[src/sv/skf_pkg.sv]
// Shared types and constants for the dual scalar Kalman range filter.
// Fixed-point widths, the sequencer state type and register indexes.
// No dependencies; used by skf_div and dual_scalar_kalman_range_filter.
`default_nettype none

package skf_pkg;

   // Fixed-point layout
   localparam int FRAC_BITS = 16;
   localparam int DIST_W    = 14;
   localparam int EST_W     = DIST_W + FRAC_BITS;
   localparam int OUT_W     = 30;
   localparam int NOISE_W   = 24;
   localparam int GAIN_FRAC = 24;
   localparam int VAR_W     = GAIN_FRAC + 1;
   localparam int GAIN_W    = GAIN_FRAC + 1;
   localparam int SUM_W     = VAR_W + 1;
   localparam int NUM_W     = VAR_W + GAIN_FRAC + 1;
   localparam int MUL_B_W   = (EST_W > GAIN_W) ? EST_W : GAIN_W;
   localparam int PROD_W    = GAIN_W + MUL_B_W;

   // Serial divider
   localparam int DIV_STEPS = GAIN_W;
   localparam int CNT_W     = $clog2(DIV_STEPS + 1);

   // Stream and register port widths
   localparam int REQ_DATA_W = 32;
   localparam int RSP_DATA_W = 64;
   localparam int RSP_PAD_W  = RSP_DATA_W - 2 * OUT_W - 2;
   localparam int CSR_IDX_W  = 2;
   localparam int CSR_DATA_W = NOISE_W;

   // Constants in fixed point
   localparam logic [GAIN_W-1:0] GAIN_ONE   = GAIN_W'(1) << GAIN_FRAC;
   localparam logic [VAR_W-1:0]  VAR_MAX    = {VAR_W{1'b1}};
   localparam logic [VAR_W-1:0]  VAR_RESET  = VAR_W'(1) << GAIN_FRAC;
   localparam logic [PROD_W-1:0] ROUND_HALF = PROD_W'(1) << (GAIN_FRAC - 1);

   // Register reset values
   localparam logic [NOISE_W-1:0] PROCESS_NOISE_RESET     = NOISE_W'(16777);
   localparam logic [NOISE_W-1:0] MEASUREMENT_NOISE_RESET = NOISE_W'(503316);
   localparam logic [DIST_W-1:0]  NEAR_THRESHOLD_RESET    = DIST_W'(50);

   typedef enum logic [CSR_IDX_W-1:0] {
      CSR_PROCESS_NOISE     = 2'd0,
      CSR_MEASUREMENT_NOISE = 2'd1,
      CSR_NEAR_THRESHOLD    = 2'd2
   } csr_index_type;

   typedef enum logic [3:0] {
      S_IDLE,
      S_PRED,
      S_DIV_GO,
      S_DIV_WAIT,
      S_MUL_EST,
      S_UPD_EST,
      S_MUL_VAR,
      S_UPD_VAR,
      S_OUT
   } state_type;

   // Divider result toward the sequencer
   typedef struct packed {
      logic              done;
      logic [GAIN_W-1:0] quot;
   } div_rsp_type;

endpackage

`default_nettype wire

[src/sv/skf_div.sv]
// Serial restoring divider for the Kalman gain, one quotient bit per cycle.
// Forms round(p * 2^24 / s) from variance p and innovation variance s.
// Depends on skf_pkg.
`default_nettype none

module skf_div (
   input  wire logic                       clock,
   input  wire logic                       reset,
   input  wire logic                       start,
   input  wire logic [skf_pkg::VAR_W-1:0]  p,
   input  wire logic [skf_pkg::SUM_W-1:0]  s,
   output skf_pkg::div_rsp_type            rsp
);

   logic [skf_pkg::SUM_W-1:0]  rem_ff;
   logic [skf_pkg::SUM_W-1:0]  den_ff;
   logic [skf_pkg::GAIN_W-1:0] num_ff;
   logic [skf_pkg::GAIN_W-1:0] quot_ff;
   logic [skf_pkg::CNT_W-1:0]  cnt_ff;
   logic                       busy_ff;
   logic                       done_ff;

   logic [skf_pkg::NUM_W-1:0]  numer;
   logic [skf_pkg::SUM_W:0]    trial;
   logic                       fits;

   // Rounded numerator: p shifted up plus half the divisor
   assign numer = skf_pkg::NUM_W'({p, {skf_pkg::GAIN_FRAC{1'b0}}})
                + skf_pkg::NUM_W'(s[skf_pkg::SUM_W-1:1]);

   // Shift in the next numerator bit and try the subtract
   assign trial = {rem_ff, num_ff[skf_pkg::GAIN_W-1]};
   assign fits  = (trial >= {1'b0, den_ff});

   // Control: run for one step per quotient bit, pulse done at the end
   always_ff @(posedge clock) begin
      if (reset) begin
         busy_ff <= 1'b0;
         done_ff <= 1'b0;
         cnt_ff  <= '0;
      end else begin
         done_ff <= 1'b0;
         if (start) begin
            busy_ff <= 1'b1;
            cnt_ff  <= '0;
         end else if (busy_ff) begin
            cnt_ff <= cnt_ff + skf_pkg::CNT_W'(1);
            if (cnt_ff == skf_pkg::CNT_W'(skf_pkg::DIV_STEPS - 1)) begin
               busy_ff <= 1'b0;
               done_ff <= 1'b1;
            end
         end
      end
   end

   // Datapath: load the upper numerator bits, then shift and subtract
   always_ff @(posedge clock) begin
      if (start) begin
         rem_ff  <= skf_pkg::SUM_W'(numer[skf_pkg::NUM_W-1:skf_pkg::GAIN_W]);
         num_ff  <= numer[skf_pkg::GAIN_W-1:0];
         den_ff  <= s;
         quot_ff <= '0;
      end else if (busy_ff) begin
         rem_ff  <= fits ? skf_pkg::SUM_W'(trial - {1'b0, den_ff})
                         : skf_pkg::SUM_W'(trial);
         num_ff  <= {num_ff[skf_pkg::GAIN_W-2:0], 1'b0};
         quot_ff <= {quot_ff[skf_pkg::GAIN_W-2:0], fits};
      end
   end

   assign rsp.done = done_ff;
   assign rsp.quot = quot_ff;

endmodule

`default_nettype wire

[src/sv/dual_scalar_kalman_range_filter.sv]
// Dual scalar Kalman range filter: left and right sonar ranges, one filter each.
//
// Channels: req_* takes one transfer holding both raw readings; rsp_* returns
// one transfer holding both filtered distances (UQ14.16) and a near flag per
// side. csr_* writes a register: index 0 process noise q, 1 measurement noise
// r (both UQ0.24), 2 near threshold in distance units. csr_ready is always
// high; write registers only while no reading is in flight.
// Sequence: req_tready stays low from accept until the sequencer is back in
// idle, so a new reading is accepted only after the last one is through.
// Each side in turn: predict, a 25-step serial gain divide, and two passes
// through the one shared 25x30 multiplier (estimate correction, then
// variance scaling), left side first.
// The next reading is accepted while a result still waits in the output
// register; if that result is still not taken when the next one is ready,
// the sequencer holds in its output state until rsp_tready.
// Reset (synchronous, active high): estimates go to 0, variances to 1.0,
// registers to q = 0.001, r = 0.03, threshold = 50, no result pending.
// Depends on skf_pkg and skf_div.
`default_nettype none

module dual_scalar_kalman_range_filter (
   input  wire logic                             clock,
   input  wire logic                             reset,
   // [13:0] left_distance, [27:14] right_distance, [31:28] zero
   input  wire logic [skf_pkg::REQ_DATA_W-1:0]   req_tdata,
   input  wire logic                             req_tvalid,
   output      logic                             req_tready,
   // [29:0] left_filtered, [59:30] right_filtered, [60] left_near,
   // [61] right_near, [63:62] zero
   output      logic [skf_pkg::RSP_DATA_W-1:0]   rsp_tdata,
   output      logic                             rsp_tvalid,
   input  wire logic                             rsp_tready,
   input  wire logic                             csr_valid,
   output      logic                             csr_ready,
   input  wire logic [skf_pkg::CSR_IDX_W-1:0]    csr_index,
   input  wire logic [skf_pkg::CSR_DATA_W-1:0]   csr_data
);

   skf_pkg::state_type state_ff, state_in;

   logic                         ch_ff;
   logic [skf_pkg::DIST_W-1:0]   left_z_ff, right_z_ff;
   logic [skf_pkg::NOISE_W-1:0]  q_ff, r_ff;
   logic [skf_pkg::DIST_W-1:0]   thr_ff;
   logic [skf_pkg::EST_W-1:0]    left_est_ff, right_est_ff;
   logic [skf_pkg::VAR_W-1:0]    left_var_ff, right_var_ff;
   logic [skf_pkg::VAR_W-1:0]    p_ff;
   logic                         s_zero_ff;
   logic [skf_pkg::EST_W-1:0]    mag_ff;
   logic                         neg_ff;
   logic [skf_pkg::GAIN_W-1:0]   g_ff;
   logic [skf_pkg::PROD_W-1:0]   prod_ff;
   logic                         rsp_valid_ff;
   logic [skf_pkg::RSP_DATA_W-1:0] rsp_data_ff;

   logic                         accept;
   logic                         rsp_load;
   logic                         div_start;
   skf_pkg::div_rsp_type         div_rsp;

   logic [skf_pkg::EST_W-1:0]    cur_est;
   logic [skf_pkg::VAR_W-1:0]    cur_var;
   logic [skf_pkg::EST_W-1:0]    z_fix;
   logic [skf_pkg::SUM_W-1:0]    p_sum;
   logic [skf_pkg::VAR_W-1:0]    p_sat;
   logic [skf_pkg::SUM_W-1:0]    s_sum;
   logic [skf_pkg::GAIN_W-1:0]   mul_a;
   logic [skf_pkg::MUL_B_W-1:0]  mul_b;
   logic [skf_pkg::PROD_W-1:0]   prod_rnd;
   logic [skf_pkg::EST_W-1:0]    delta;
   logic [skf_pkg::EST_W-1:0]    est_new;
   logic [skf_pkg::VAR_W-1:0]    var_new;
   logic [skf_pkg::EST_W-1:0]    limit;
   logic                         left_near, right_near;

   assign csr_ready  = 1'b1;
   assign req_tready = (state_ff == skf_pkg::S_IDLE);
   assign accept     = req_tvalid && req_tready;
   assign rsp_tvalid = rsp_valid_ff;
   assign rsp_tdata  = rsp_data_ff;

   // Select the channel being worked on
   assign cur_est = ch_ff ? right_est_ff : left_est_ff;
   assign cur_var = ch_ff ? right_var_ff : left_var_ff;
   assign z_fix   = {ch_ff ? right_z_ff : left_z_ff, {skf_pkg::FRAC_BITS{1'b0}}};

   // Predict: add q and saturate; innovation variance adds r
   assign p_sum = skf_pkg::SUM_W'(cur_var) + skf_pkg::SUM_W'(q_ff);
   assign p_sat = (p_sum > skf_pkg::SUM_W'(skf_pkg::VAR_MAX)) ? skf_pkg::VAR_MAX
                                                             : p_sum[skf_pkg::VAR_W-1:0];
   assign s_sum = skf_pkg::SUM_W'(p_ff) + skf_pkg::SUM_W'(r_ff);

   // Shared multiplier operands: gain times residual, then variance times 1-g
   always_comb begin
      if (state_ff == skf_pkg::S_MUL_VAR) begin
         mul_a = p_ff;
         mul_b = skf_pkg::MUL_B_W'(skf_pkg::GAIN_ONE - g_ff);
      end else begin
         mul_a = g_ff;
         mul_b = skf_pkg::MUL_B_W'(mag_ff);
      end
   end

   // Round half up and drop the gain fraction
   assign prod_rnd = prod_ff + skf_pkg::ROUND_HALF;
   assign delta    = skf_pkg::EST_W'(prod_rnd[skf_pkg::PROD_W-1:skf_pkg::GAIN_FRAC]);
   assign var_new  = skf_pkg::VAR_W'(prod_rnd[skf_pkg::PROD_W-1:skf_pkg::GAIN_FRAC]);
   assign est_new  = neg_ff ? (cur_est - delta) : (cur_est + delta);

   // Near flags against the threshold in estimate format
   assign limit      = {thr_ff, {skf_pkg::FRAC_BITS{1'b0}}};
   assign left_near  = (left_est_ff < limit);
   assign right_near = (right_est_ff < limit);

   skf_div u_div (
      .clock (clock),
      .reset (reset),
      .start (div_start),
      .p     (p_ff),
      .s     (s_sum),
      .rsp   (div_rsp)
   );

   // Sequencer state register
   always_ff @(posedge clock) begin
      if (reset) begin
         state_ff <= skf_pkg::S_IDLE;
      end else begin
         state_ff <= state_in;
      end
   end

   // Next state and strobes
   always_comb begin
      state_in  = state_ff;
      div_start = 1'b0;
      rsp_load  = 1'b0;
      case (state_ff)
         skf_pkg::S_IDLE: begin
            if (accept) begin
               state_in = skf_pkg::S_PRED;
            end
         end
         skf_pkg::S_PRED: begin
            state_in = skf_pkg::S_DIV_GO;
         end
         skf_pkg::S_DIV_GO: begin
            div_start = 1'b1;
            state_in  = skf_pkg::S_DIV_WAIT;
         end
         skf_pkg::S_DIV_WAIT: begin
            if (div_rsp.done) begin
               state_in = skf_pkg::S_MUL_EST;
            end
         end
         skf_pkg::S_MUL_EST: begin
            state_in = skf_pkg::S_UPD_EST;
         end
         skf_pkg::S_UPD_EST: begin
            state_in = skf_pkg::S_MUL_VAR;
         end
         skf_pkg::S_MUL_VAR: begin
            state_in = skf_pkg::S_UPD_VAR;
         end
         skf_pkg::S_UPD_VAR: begin
            state_in = ch_ff ? skf_pkg::S_OUT : skf_pkg::S_PRED;
         end
         skf_pkg::S_OUT: begin
            if (!rsp_valid_ff || rsp_tready) begin
               rsp_load = 1'b1;
               state_in = skf_pkg::S_IDLE;
            end
         end
         default: begin
            state_in = skf_pkg::S_IDLE;
         end
      endcase
   end

   // Configuration registers and filter state
   always_ff @(posedge clock) begin
      if (reset) begin
         q_ff         <= skf_pkg::PROCESS_NOISE_RESET;
         r_ff         <= skf_pkg::MEASUREMENT_NOISE_RESET;
         thr_ff       <= skf_pkg::NEAR_THRESHOLD_RESET;
         left_est_ff  <= '0;
         right_est_ff <= '0;
         left_var_ff  <= skf_pkg::VAR_RESET;
         right_var_ff <= skf_pkg::VAR_RESET;
         ch_ff        <= 1'b0;
         rsp_valid_ff <= 1'b0;
      end else begin
         if (csr_valid && csr_ready) begin
            case (skf_pkg::csr_index_type'(csr_index))
               skf_pkg::CSR_PROCESS_NOISE:     q_ff   <= csr_data;
               skf_pkg::CSR_MEASUREMENT_NOISE: r_ff   <= csr_data;
               skf_pkg::CSR_NEAR_THRESHOLD:    thr_ff <= csr_data[skf_pkg::DIST_W-1:0];
               default: ;
            endcase
         end
         if (accept) begin
            ch_ff <= 1'b0;
         end else if (state_ff == skf_pkg::S_UPD_VAR) begin
            ch_ff <= ~ch_ff;
         end
         // Write back the corrected estimate and scaled variance
         if (state_ff == skf_pkg::S_UPD_EST) begin
            if (ch_ff) begin
               right_est_ff <= est_new;
            end else begin
               left_est_ff <= est_new;
            end
         end
         if (state_ff == skf_pkg::S_UPD_VAR) begin
            if (ch_ff) begin
               right_var_ff <= var_new;
            end else begin
               left_var_ff <= var_new;
            end
         end
         // Hold the result until the receiver takes the transfer
         if (rsp_load) begin
            rsp_valid_ff <= 1'b1;
         end else if (rsp_tready) begin
            rsp_valid_ff <= 1'b0;
         end
      end
   end

   // Working registers of the current channel
   always_ff @(posedge clock) begin
      if (accept) begin
         left_z_ff  <= req_tdata[skf_pkg::DIST_W-1:0];
         right_z_ff <= req_tdata[2*skf_pkg::DIST_W-1:skf_pkg::DIST_W];
      end
      if (state_ff == skf_pkg::S_PRED) begin
         p_ff   <= p_sat;
         neg_ff <= (z_fix < cur_est);
         mag_ff <= (z_fix < cur_est) ? (cur_est - z_fix) : (z_fix - cur_est);
      end
      if (state_ff == skf_pkg::S_DIV_GO) begin
         s_zero_ff <= (s_sum == '0);
      end
      // Clamp the gain to one; zero denominator gives zero gain
      if ((state_ff == skf_pkg::S_DIV_WAIT) && div_rsp.done) begin
         if (s_zero_ff) begin
            g_ff <= '0;
         end else if (div_rsp.quot > skf_pkg::GAIN_ONE) begin
            g_ff <= skf_pkg::GAIN_ONE;
         end else begin
            g_ff <= div_rsp.quot;
         end
      end
      if ((state_ff == skf_pkg::S_MUL_EST) || (state_ff == skf_pkg::S_MUL_VAR)) begin
         prod_ff <= skf_pkg::PROD_W'(mul_a) * skf_pkg::PROD_W'(mul_b);
      end
      if (rsp_load) begin
         rsp_data_ff <= {{skf_pkg::RSP_PAD_W{1'b0}}, right_near, left_near,
                         skf_pkg::OUT_W'(right_est_ff), skf_pkg::OUT_W'(left_est_ff)};
      end
   end

   // The estimate moves toward the reading and never passes it
   a_est_between: assert property (@(posedge clock) disable iff (reset)
      (state_ff == skf_pkg::S_UPD_EST) |->
         (neg_ff ? (est_new <= cur_est && est_new >= z_fix)
                 : (est_new >= cur_est && est_new <= z_fix)))
      else $error("estimate update overshoots the reading");

   // The gain used for correction is at most one
   a_gain_le_one: assert property (@(posedge clock) disable iff (reset)
      (state_ff == skf_pkg::S_MUL_EST) |-> (g_ff <= skf_pkg::GAIN_ONE))
      else $error("gain above one");

   // Variance scaling by 1-g never grows the variance
   a_var_shrinks: assert property (@(posedge clock) disable iff (reset)
      (state_ff == skf_pkg::S_UPD_VAR) |-> (var_new <= p_ff))
      else $error("variance grew in update");

   // Divider finishes only while the sequencer waits on it
   a_div_done: assert property (@(posedge clock) disable iff (reset)
      div_rsp.done |-> (state_ff == skf_pkg::S_DIV_WAIT))
      else $error("divider done outside wait state");

   // An accepted reading starts with the left channel
   a_start_left: assert property (@(posedge clock) disable iff (reset)
      accept |=> (state_ff == skf_pkg::S_PRED && !ch_ff))
      else $error("reading did not start on the left channel");

endmodule

`default_nettype wire

[config.mk]
export PLATFORM = sky130hd
export DESIGN_NAME = dual_scalar_kalman_range_filter
export DESIGN_NICKNAME = d
export VERILOG_FILES = /design/src/sv/skf_pkg.sv /design/src/sv/skf_div.sv /design/src/sv/dual_scalar_kalman_range_filter.sv
export SDC_FILE = /design/constraint.sdc
export NUM_CORES = 2
export LEC_CHECK = 0
export BUFFER_PORTS_ARGS = -buffer_cell sky130_fd_sc_hd__clkbuf_2
export CORE_MARGIN = 4
export CORE_UTILIZATION = 50
export CTS_CLUSTER_SIZE = 14
export DETAILED_ROUTE_END_ITERATION = 10
export GPL_ROUTABILITY_DRIVEN = 0
export MAX_ROUTING_LAYER = met4
export PLACE_DENSITY = 0.66
export SYNTH_ARGS = -nofsm -noshare
export SYNTH_HDL_FRONTEND = slang
export SYNTH_SLANG_ARGS = --single-unit
[constraint.sdc]
create_clock -name clock -period 17.77 [get_ports clock]
set_input_delay 5.331 -clock clock [delete_from_list [all_inputs] [get_ports clock]]
set_output_delay 5.331 -clock clock [all_outputs]
set_load 0.02 [all_outputs]
# Yosys cells after proc, flatten, opt, wreduce, memory -nomap -nowiden
# Index checks and enable logic that the tools add are counted.
# totals
inputBits,63
elab_cells,111
reg_bits,513
out_inout_bits,67
# op_classes
n_mux,27
add_sub_neg,11
n_reduce_logical,22
bitwise,2
n_mul,1
magnitude_cmp,6
n_eq_ne,14
# op_table
cell,count
25-bit 2-to-1 mux,7
30-bit 2-to-1 mux,4
30-bit < comparator,3
30-bit subtractor,3
"54-bit by 24-bit adder with 54-bit output, second input constant",1
25-bit by 30-bit multiplier with 54-bit output,1
25-bit by 24-bit adder with 26-bit output,2
49-bit by 25-bit adder with 50-bit output,1
4-bit case mux with 9 select lines,1
30-bit adder,1
27-bit by 26-bit >= comparator with 1-bit output,1
"26-bit by 25-bit greater-than comparator with 1-bit output, second input constant",1
26-bit logical NOT,1
26-bit 2-to-1 mux,1
"25-bit by 25-bit subtractor with 26-bit output, first input constant",1
26-bit subtractor,1
"25-bit greater-than comparator, second input constant",1
"4-bit by 3-bit equality test with 1-bit output, second input constant",4
4-bit 2-to-1 mux,4
14-bit 2-to-1 mux,1
2-bit AND reduction,7
1-bit 2-to-1 mux,9
"4-bit by 2-bit equality test with 1-bit output, second input constant",2
2-bit OR reduction,3
other kinds (17),22

# Longest topological paths before layout
# logic_depth
depth_word,5
depth_mapped,36
depth_no_buf,34

# Hierarchy
# A second synthesis with hierarchy kept.
# hier_totals
hier_cells,5631
area_unflattened_um2,50955.1
# modules_own_cells
module,instances,seq_area_each_um2,cells_per_inst,area_per_inst_um2
dual_scalar_kalman_range_filter,1,9659.3,5037,44675.3
skf_div,1,2942.8,594,6279.8

# Least setup slack after synthesis
# OpenSTA, ideal clock, no wires.
# synth_path
kind,reg-to-reg
start,register g_ff[8] (netlist bit)
end,register prod_ff[50] (netlist bit) (data pin)
path_buffers,1
t_required_ns,17.512
synth_period_minus_slack_ns,8.756
setup_ns,0.258
arrival_time_ns,8.498
path_stages_with_launch,31
slack_ns,9.014
cell_sequence,edfxtp_1 or4_1 nor3_2 nand4_1 or3_1 nor4_1 xnor2_1 a21o_1 clkbuf_1 nor2_1 fa_1 inv_1 fa_1 inv_1 fa_1 fa_1 fa_1 fa_1 inv_1 fa_1 inv_1 ha_1 a21o_1 a21o_1 a21oi_1 nor2_1 a2111oi_0 o31ai_2 a31o_2 a21oi_1 xnor2_1
# synth_between
elab_chain_len,3
word_cells_on_any_way,4
classes_between,add/sub: 1; mul: 1; mux: 2
# synth_rtl
item,line,text
start: declaration,dual_scalar_kalman_range_filter.sv:51,logic [skf_pkg::GAIN_W-1:0] g_ff;
start signal: assignment,dual_scalar_kalman_range_filter.sv:249,g_ff <= skf_pkg::GAIN_ONE;
start signal: assignment,dual_scalar_kalman_range_filter.sv:251,g_ff <= div_rsp.quot;
25-bit by 25-bit subtractor with 26-bit output,dual_scalar_kalman_range_filter.sv:97,mul_b = skf_pkg::MUL_B_W'(skf_pkg::GAIN_ONE - g_ff);
30-bit 2-to-1 mux,dual_scalar_kalman_range_filter.sv:95,if (state_ff == skf_pkg::S_MUL_VAR) begin
25-bit by 30-bit multiplier with 54-bit output *,dual_scalar_kalman_range_filter.sv:255,prod_ff <= skf_pkg::PROD_W'(mul_a) * skf_pkg::PROD_W'(mul_b);
end signal: assignment,dual_scalar_kalman_range_filter.sv:255,
end: declaration,dual_scalar_kalman_range_filter.sv:52,logic [skf_pkg::PROD_W-1:0] prod_ff;
# Every way passes the cells marked *; elsewhere a longest branch is shown, timed or not.
# A chain may end at the register's enable or synchronous reset.

# Worst setup path in the final report
# layout_path
start,register g_ff[2] (netlist bit)
end,register prod_ff[44] (netlist bit) (data pin)
# Same word-level chain as after synthesis.

==> run_summary.xml <==
<?xml version="1.0" encoding="UTF-8"?>
<metrics>
  <group name="run_status">
    <metric name="status" unit="">completed</metric>
  </group>
  <group name="hold_path">
    <metric name="worst_hold_path_type" unit="">flip-flop to flip-flop</metric>
    <metric name="min_from" unit="">right_var_ff[0]$_SDFFE_PP0P_</metric>
    <metric name="worst_hold_path.endpoint" unit="">right_var_ff[0]$_SDFFE_PP0P_</metric>
    <metric name="hold_depth" unit="">2</metric>
  </group>
  <group name="setup_path">
    <metric name="cp.arrival" unit="ns">11.14</metric>
    <metric name="worst_r2r_path_depth" unit="">27</metric>
    <metric name="timing.critical_path.from_type" unit="">flip-flop</metric>
    <metric name="critPathMaxFanout" unit="">12</metric>
    <metric name="setup_slack_on_the_worst_flop_to_flop_path" unit="ns">6.97</metric>
    <metric name="critical_path_class" unit="">flip-flop to flip-flop</metric>
    <metric name="crit_path_end_kind" unit="">flip-flop</metric>
    <metric name="r2r-start" unit="">g_ff[2]$_SDFFCE_PP0P_</metric>
    <metric name="cpMostUsedCell" unit="">sky130_fd_sc_hd__fa_1</metric>
    <metric name="cpMaxStageDelayCell" unit="">sky130_fd_sc_hd__nor4_1</metric>
    <metric name="crit_required" unit="ns">18.11</metric>
    <metric name="critical_path.reg2reg.endpoint" unit="">prod_ff[44]$_DFFE_PP_</metric>
    <metric name="critPathMaxStageDelay" unit="ns">0.73</metric>
  </group>
  <group name="yosys">
    <metric name="synth_enable_flop_cells" unit="">279</metric>
    <metric name="synth_sequential_area_ratio" unit="">0.250</metric>
    <metric name="syn_avg_cell_area" unit="um^2">9.00</metric>
    <metric name="synth-warning-count" unit="">0</metric>
    <metric name="muxShareOfSynthArea" unit="">0.0248</metric>
    <metric name="synthArstFlopShare" unit="">0</metric>
    <metric name="synth_xor_xnor_area_share" unit="">0.0453</metric>
    <metric name="synthesis.instances" unit="">5600</metric>
    <metric name="synth_top_cell_by_area" unit="">sky130_fd_sc_hd__fa_1</metric>
    <metric name="synth_simple_gate_area_frac" unit="">0.166</metric>
    <metric name="synth_area" unit="mm^2">0.0504</metric>
    <metric name="fraction_of_synthesized_cell_area_taken_by_the_top_area_cell_type" unit="">0.256</metric>
    <metric name="synth_most_common_cell" unit="">sky130_fd_sc_hd__nand2_1</metric>
    <metric name="synth_fa_ha_area_frac" unit="">0.341</metric>
    <metric name="synth-main-ff-cell" unit="">sky130_fd_sc_hd__edfxtp_1</metric>
    <metric name="synthesized_area_fraction_occupied_by_ao_oa_aoi_and_oai_cells" unit="">0.0937</metric>
    <metric name="synth_seq_cells" unit="">490</metric>
    <metric name="synth_cell_type_count" unit="">91</metric>
    <metric name="main_combinational_cell_family_by_area_after_synthesis" unit="">adder cells</metric>
    <metric name="netlist_top_cells_count" unit="">906 x sky130_fd_sc_hd__nand2_1, 802 x sky130_fd_sc_hd__inv_1, 644 x sky130_fd_sc_hd__fa_1</metric>
    <metric name="yosys-top-cells-area" unit="">sky130_fd_sc_hd__fa_1 26%, sky130_fd_sc_hd__edfxtp_1 17%, sky130_fd_sc_hd__ha_1 8.6%, sky130_fd_sc_hd__dfxtp_1 8.4%, sky130_fd_sc_hd__nand2_1 6.7%</metric>
  </group>
  <group name="cells_and_area">
    <metric name="layout.nets" unit="">6657</metric>
    <metric name="area_delta_synth_final" unit="%">7.07</metric>
    <metric name="num-fill-cells" unit="">9216</metric>
    <metric name="drive_above_1_share" unit="">0.0654</metric>
  </group>
  <group name="sta">
    <metric name="timing.max_slew.rel_slack" unit="">0.249</metric>
    <metric name="period_needed" unit="ns">10.80</metric>
    <metric name="final-max-slew-violation-count" unit="">0</metric>
    <metric name="upper_clock_frequency_limit" unit="MHz">92.6</metric>
    <metric name="finalHoldViolations" unit="">0</metric>
    <metric name="finalSetupViolCount" unit="">0</metric>
    <metric name="setup_repair_after_global_routing_missed_its_margin" unit="">no</metric>
    <metric name="setup_tns" unit="ns">0</metric>
    <metric name="worst_clock_skew" unit="ns">0.0153</metric>
    <metric name="post-route-period-util" unit="">0.608</metric>
    <metric name="tightestPinTransition" unit="ns">1.13</metric>
  </group>
  <group name="floorplanning">
    <metric name="boundaryPins" unit="">130</metric>
    <metric name="initial_utilization" unit="">0.504</metric>
    <metric name="dieArea" unit="mm^2">0.106</metric>
    <metric name="die_h" unit="um">326</metric>
    <metric name="chipWidth" unit="um">326</metric>
    <metric name="core_region_area" unit="mm^2">0.100</metric>
    <metric name="rows" unit="">116</metric>
  </group>
  <group name="routing">
    <metric name="drt.antenna.violating_nets" unit="">0</metric>
    <metric name="totalWireLength" unit="um">148000</metric>
    <metric name="vias" unit="">39300</metric>
    <metric name="initialDrtViolationCount" unit="">3325</metric>
    <metric name="post_drt_via_cell_ratio" unit="">5.65</metric>
    <metric name="pre_repair_dr_iteration_count" unit="">5</metric>
    <metric name="post-route-drc-count" unit="">0</metric>
    <metric name="wl_per_cell" unit="um">21.4</metric>
  </group>
  <group name="clock_tree">
    <metric name="htree_levels" unit="">2</metric>
    <metric name="clock-root-buffer" unit="">sky130_fd_sc_hd__clkbuf_16</metric>
    <metric name="tritoncts_clock_tree" unit="">built</metric>
    <metric name="tritoncts.num_buffers" unit="">48</metric>
    <metric name="cts.hold.buffers_added" unit="">0</metric>
    <metric name="post_cts.repair.setup_buffers" unit="">0</metric>
    <metric name="cts.sinks" unit="">490</metric>
    <metric name="cts_buffer_depth" unit="">3</metric>
    <metric name="cts_repair_resizes" unit="">0</metric>
    <metric name="insertion_delay" unit="ns">0.60</metric>
    <metric name="clk_pin_slew_worst_paths" unit="ns">0.07</metric>
  </group>
  <group name="global_routing">
    <metric name="gr-total-overflow" unit="">0</metric>
    <metric name="grt_first_pass_wirelength" unit="um">230000</metric>
    <metric name="antenna_violations_before_repair" unit="">2</metric>
    <metric name="pin_count_of_the_biggest_net_entering_global_routing" unit="">85</metric>
    <metric name="grt_util_all_layers" unit="">0.289</metric>
    <metric name="via_count_of_the_first_global_routing_pass" unit="">39100</metric>
  </group>
  <group name="placed_design">
    <metric name="dp_hpwl" unit="um">113000</metric>
    <metric name="io_buffers" unit="">122</metric>
  </group>
  <group name="run">
    <metric name="drv.max_cap_violation_count" unit="">0</metric>
  </group>
</metrics>
-- sequential cells by signal (all words and copies together), names as in the netlist, 26 cells and up --
name and flops:
u_div.den_ff 26, rsp_tdata 62, right_est_ff 30, prod_ff 31, mag_ff 30, u_div.rem_ff 26
left_est_ff 30
-- cell type report --
type                    instances  area (um^2)  share of cell area
diodes                          2         5.00           0.0000927
flip-flops and latches        490        12600               0.234
multi-input cells            4062        34000               0.629
inverters                     802         3010              0.0558
repair buffers                201         1210              0.0223
clock inverters                29          300             0.00556
well taps                    1298         1620              0.0301
clock buffers                  59         1270              0.0236
-- cells by family after synthesis --
| group | after synthesis |
|---|---|
| XOR/XNOR | 261 |
| AO/OA/AOI/OAI | 748 |
| other | 2 |
| flip-flops | 490 |
| AND/OR/NAND/NOR | 1941 |
| multiplexers | 120 |
| adder cells (fa/ha/maj) | 989 |
| buffers and inverters | 1049 |
-- worst max-delay path, delay by kind of cell (launching register included) --
kind	cells	cell delay [ns]
flops	1	0.47
fa+ha+maj	8	3.96
mux	1	0.65
buf+inv	3	0.47
xor+xnor	2	0.27
compound gates	7	2.44
simple gates	6	2.24
-- through the flow --
step                cells  setup slack, ns   util  hold slack, ns  instance area, um^2
floorplan            5601             9.01      -           0.424                50400
global placement     6853             7.20  0.524           0.439                52400
detailed placement   6853             7.11  0.524           0.444                52400
CTS                  6941             7.09  0.540           0.455                54000
global route         6943             6.55  0.540           0.473                54000
finish               6943             6.97  0.540           0.458                54000
-- placed cells by master (no fill, tap or decap), types with 17 or more instances in the layout --
master,n
sky130_fd_sc_hd__a22oi_1,21
sky130_fd_sc_hd__a21oi_1,290
sky130_fd_sc_hd__nor4_1,17
sky130_fd_sc_hd__mux2i_1,82
sky130_fd_sc_hd__a31oi_1,33
sky130_fd_sc_hd__inv_1,800
sky130_fd_sc_hd__xnor2_1,143
sky130_fd_sc_hd__clkbuf_16,48
sky130_fd_sc_hd__clkbuf_2,121
sky130_fd_sc_hd__dfxtp_1,210
sky130_fd_sc_hd__a211oi_1,75
sky130_fd_sc_hd__o21bai_1,20
sky130_fd_sc_hd__nor3_1,65
sky130_fd_sc_hd__nand2_1,906
sky130_fd_sc_hd__or3_1,18
sky130_fd_sc_hd__o21a_1,27
sky130_fd_sc_hd__and2_1,62
sky130_fd_sc_hd__and3_1,32
sky130_fd_sc_hd__a21o_1,85
sky130_fd_sc_hd__ha_1,345
sky130_fd_sc_hd__xor2_1,118
sky130_fd_sc_hd__nand3b_1,24
sky130_fd_sc_hd__buf_4,80
sky130_fd_sc_hd__nand3_1,53
sky130_fd_sc_hd__edfxtp_1,279
sky130_fd_sc_hd__nand2b_1,17
sky130_fd_sc_hd__nand4_1,26
sky130_fd_sc_hd__mux2_2,37
sky130_fd_sc_hd__o21ai_0,82
sky130_fd_sc_hd__nor2_1,617
sky130_fd_sc_hd__fa_1,644
sky130_fd_sc_hd__nor2b_1,30
-- worst max-delay path by stage --
stage	from	end	slack, ns	cells past startpoint
after floorplan	g_ff[8]$_SDFFCE_PP0P_	prod_ff[50]$_DFFE_PP_	9.01	30
after global routing	g_ff[2]$_SDFFCE_PP0P_	prod_ff[44]$_DFFE_PP_	6.55	27
final	g_ff[2]$_SDFFCE_PP0P_	prod_ff[44]$_DFFE_PP_	6.97	27
after CTS	g_ff[8]$_SDFFCE_PP0P_	prod_ff[44]$_DFFE_PP_	7.09	28
after global placement	g_ff[2]$_SDFFCE_PP0P_	prod_ff[44]$_DFFE_PP_	7.20	27
after detailed placement	g_ff[8]$_SDFFCE_PP0P_	prod_ff[44]$_DFFE_PP_	7.11	28
-- layer usage --
layer  vias up  share of wire  track usage
li1      18000              -            -
met1     19100           0.40        0.373
met2      1697           0.45        0.450
met3       400          0.087       0.0488
met4         0          0.058        0.131
met5         -              0            -
Power is not shown: default switching activity piles up to over one toggle a cycle in this logic, so the estimate is an artifact.
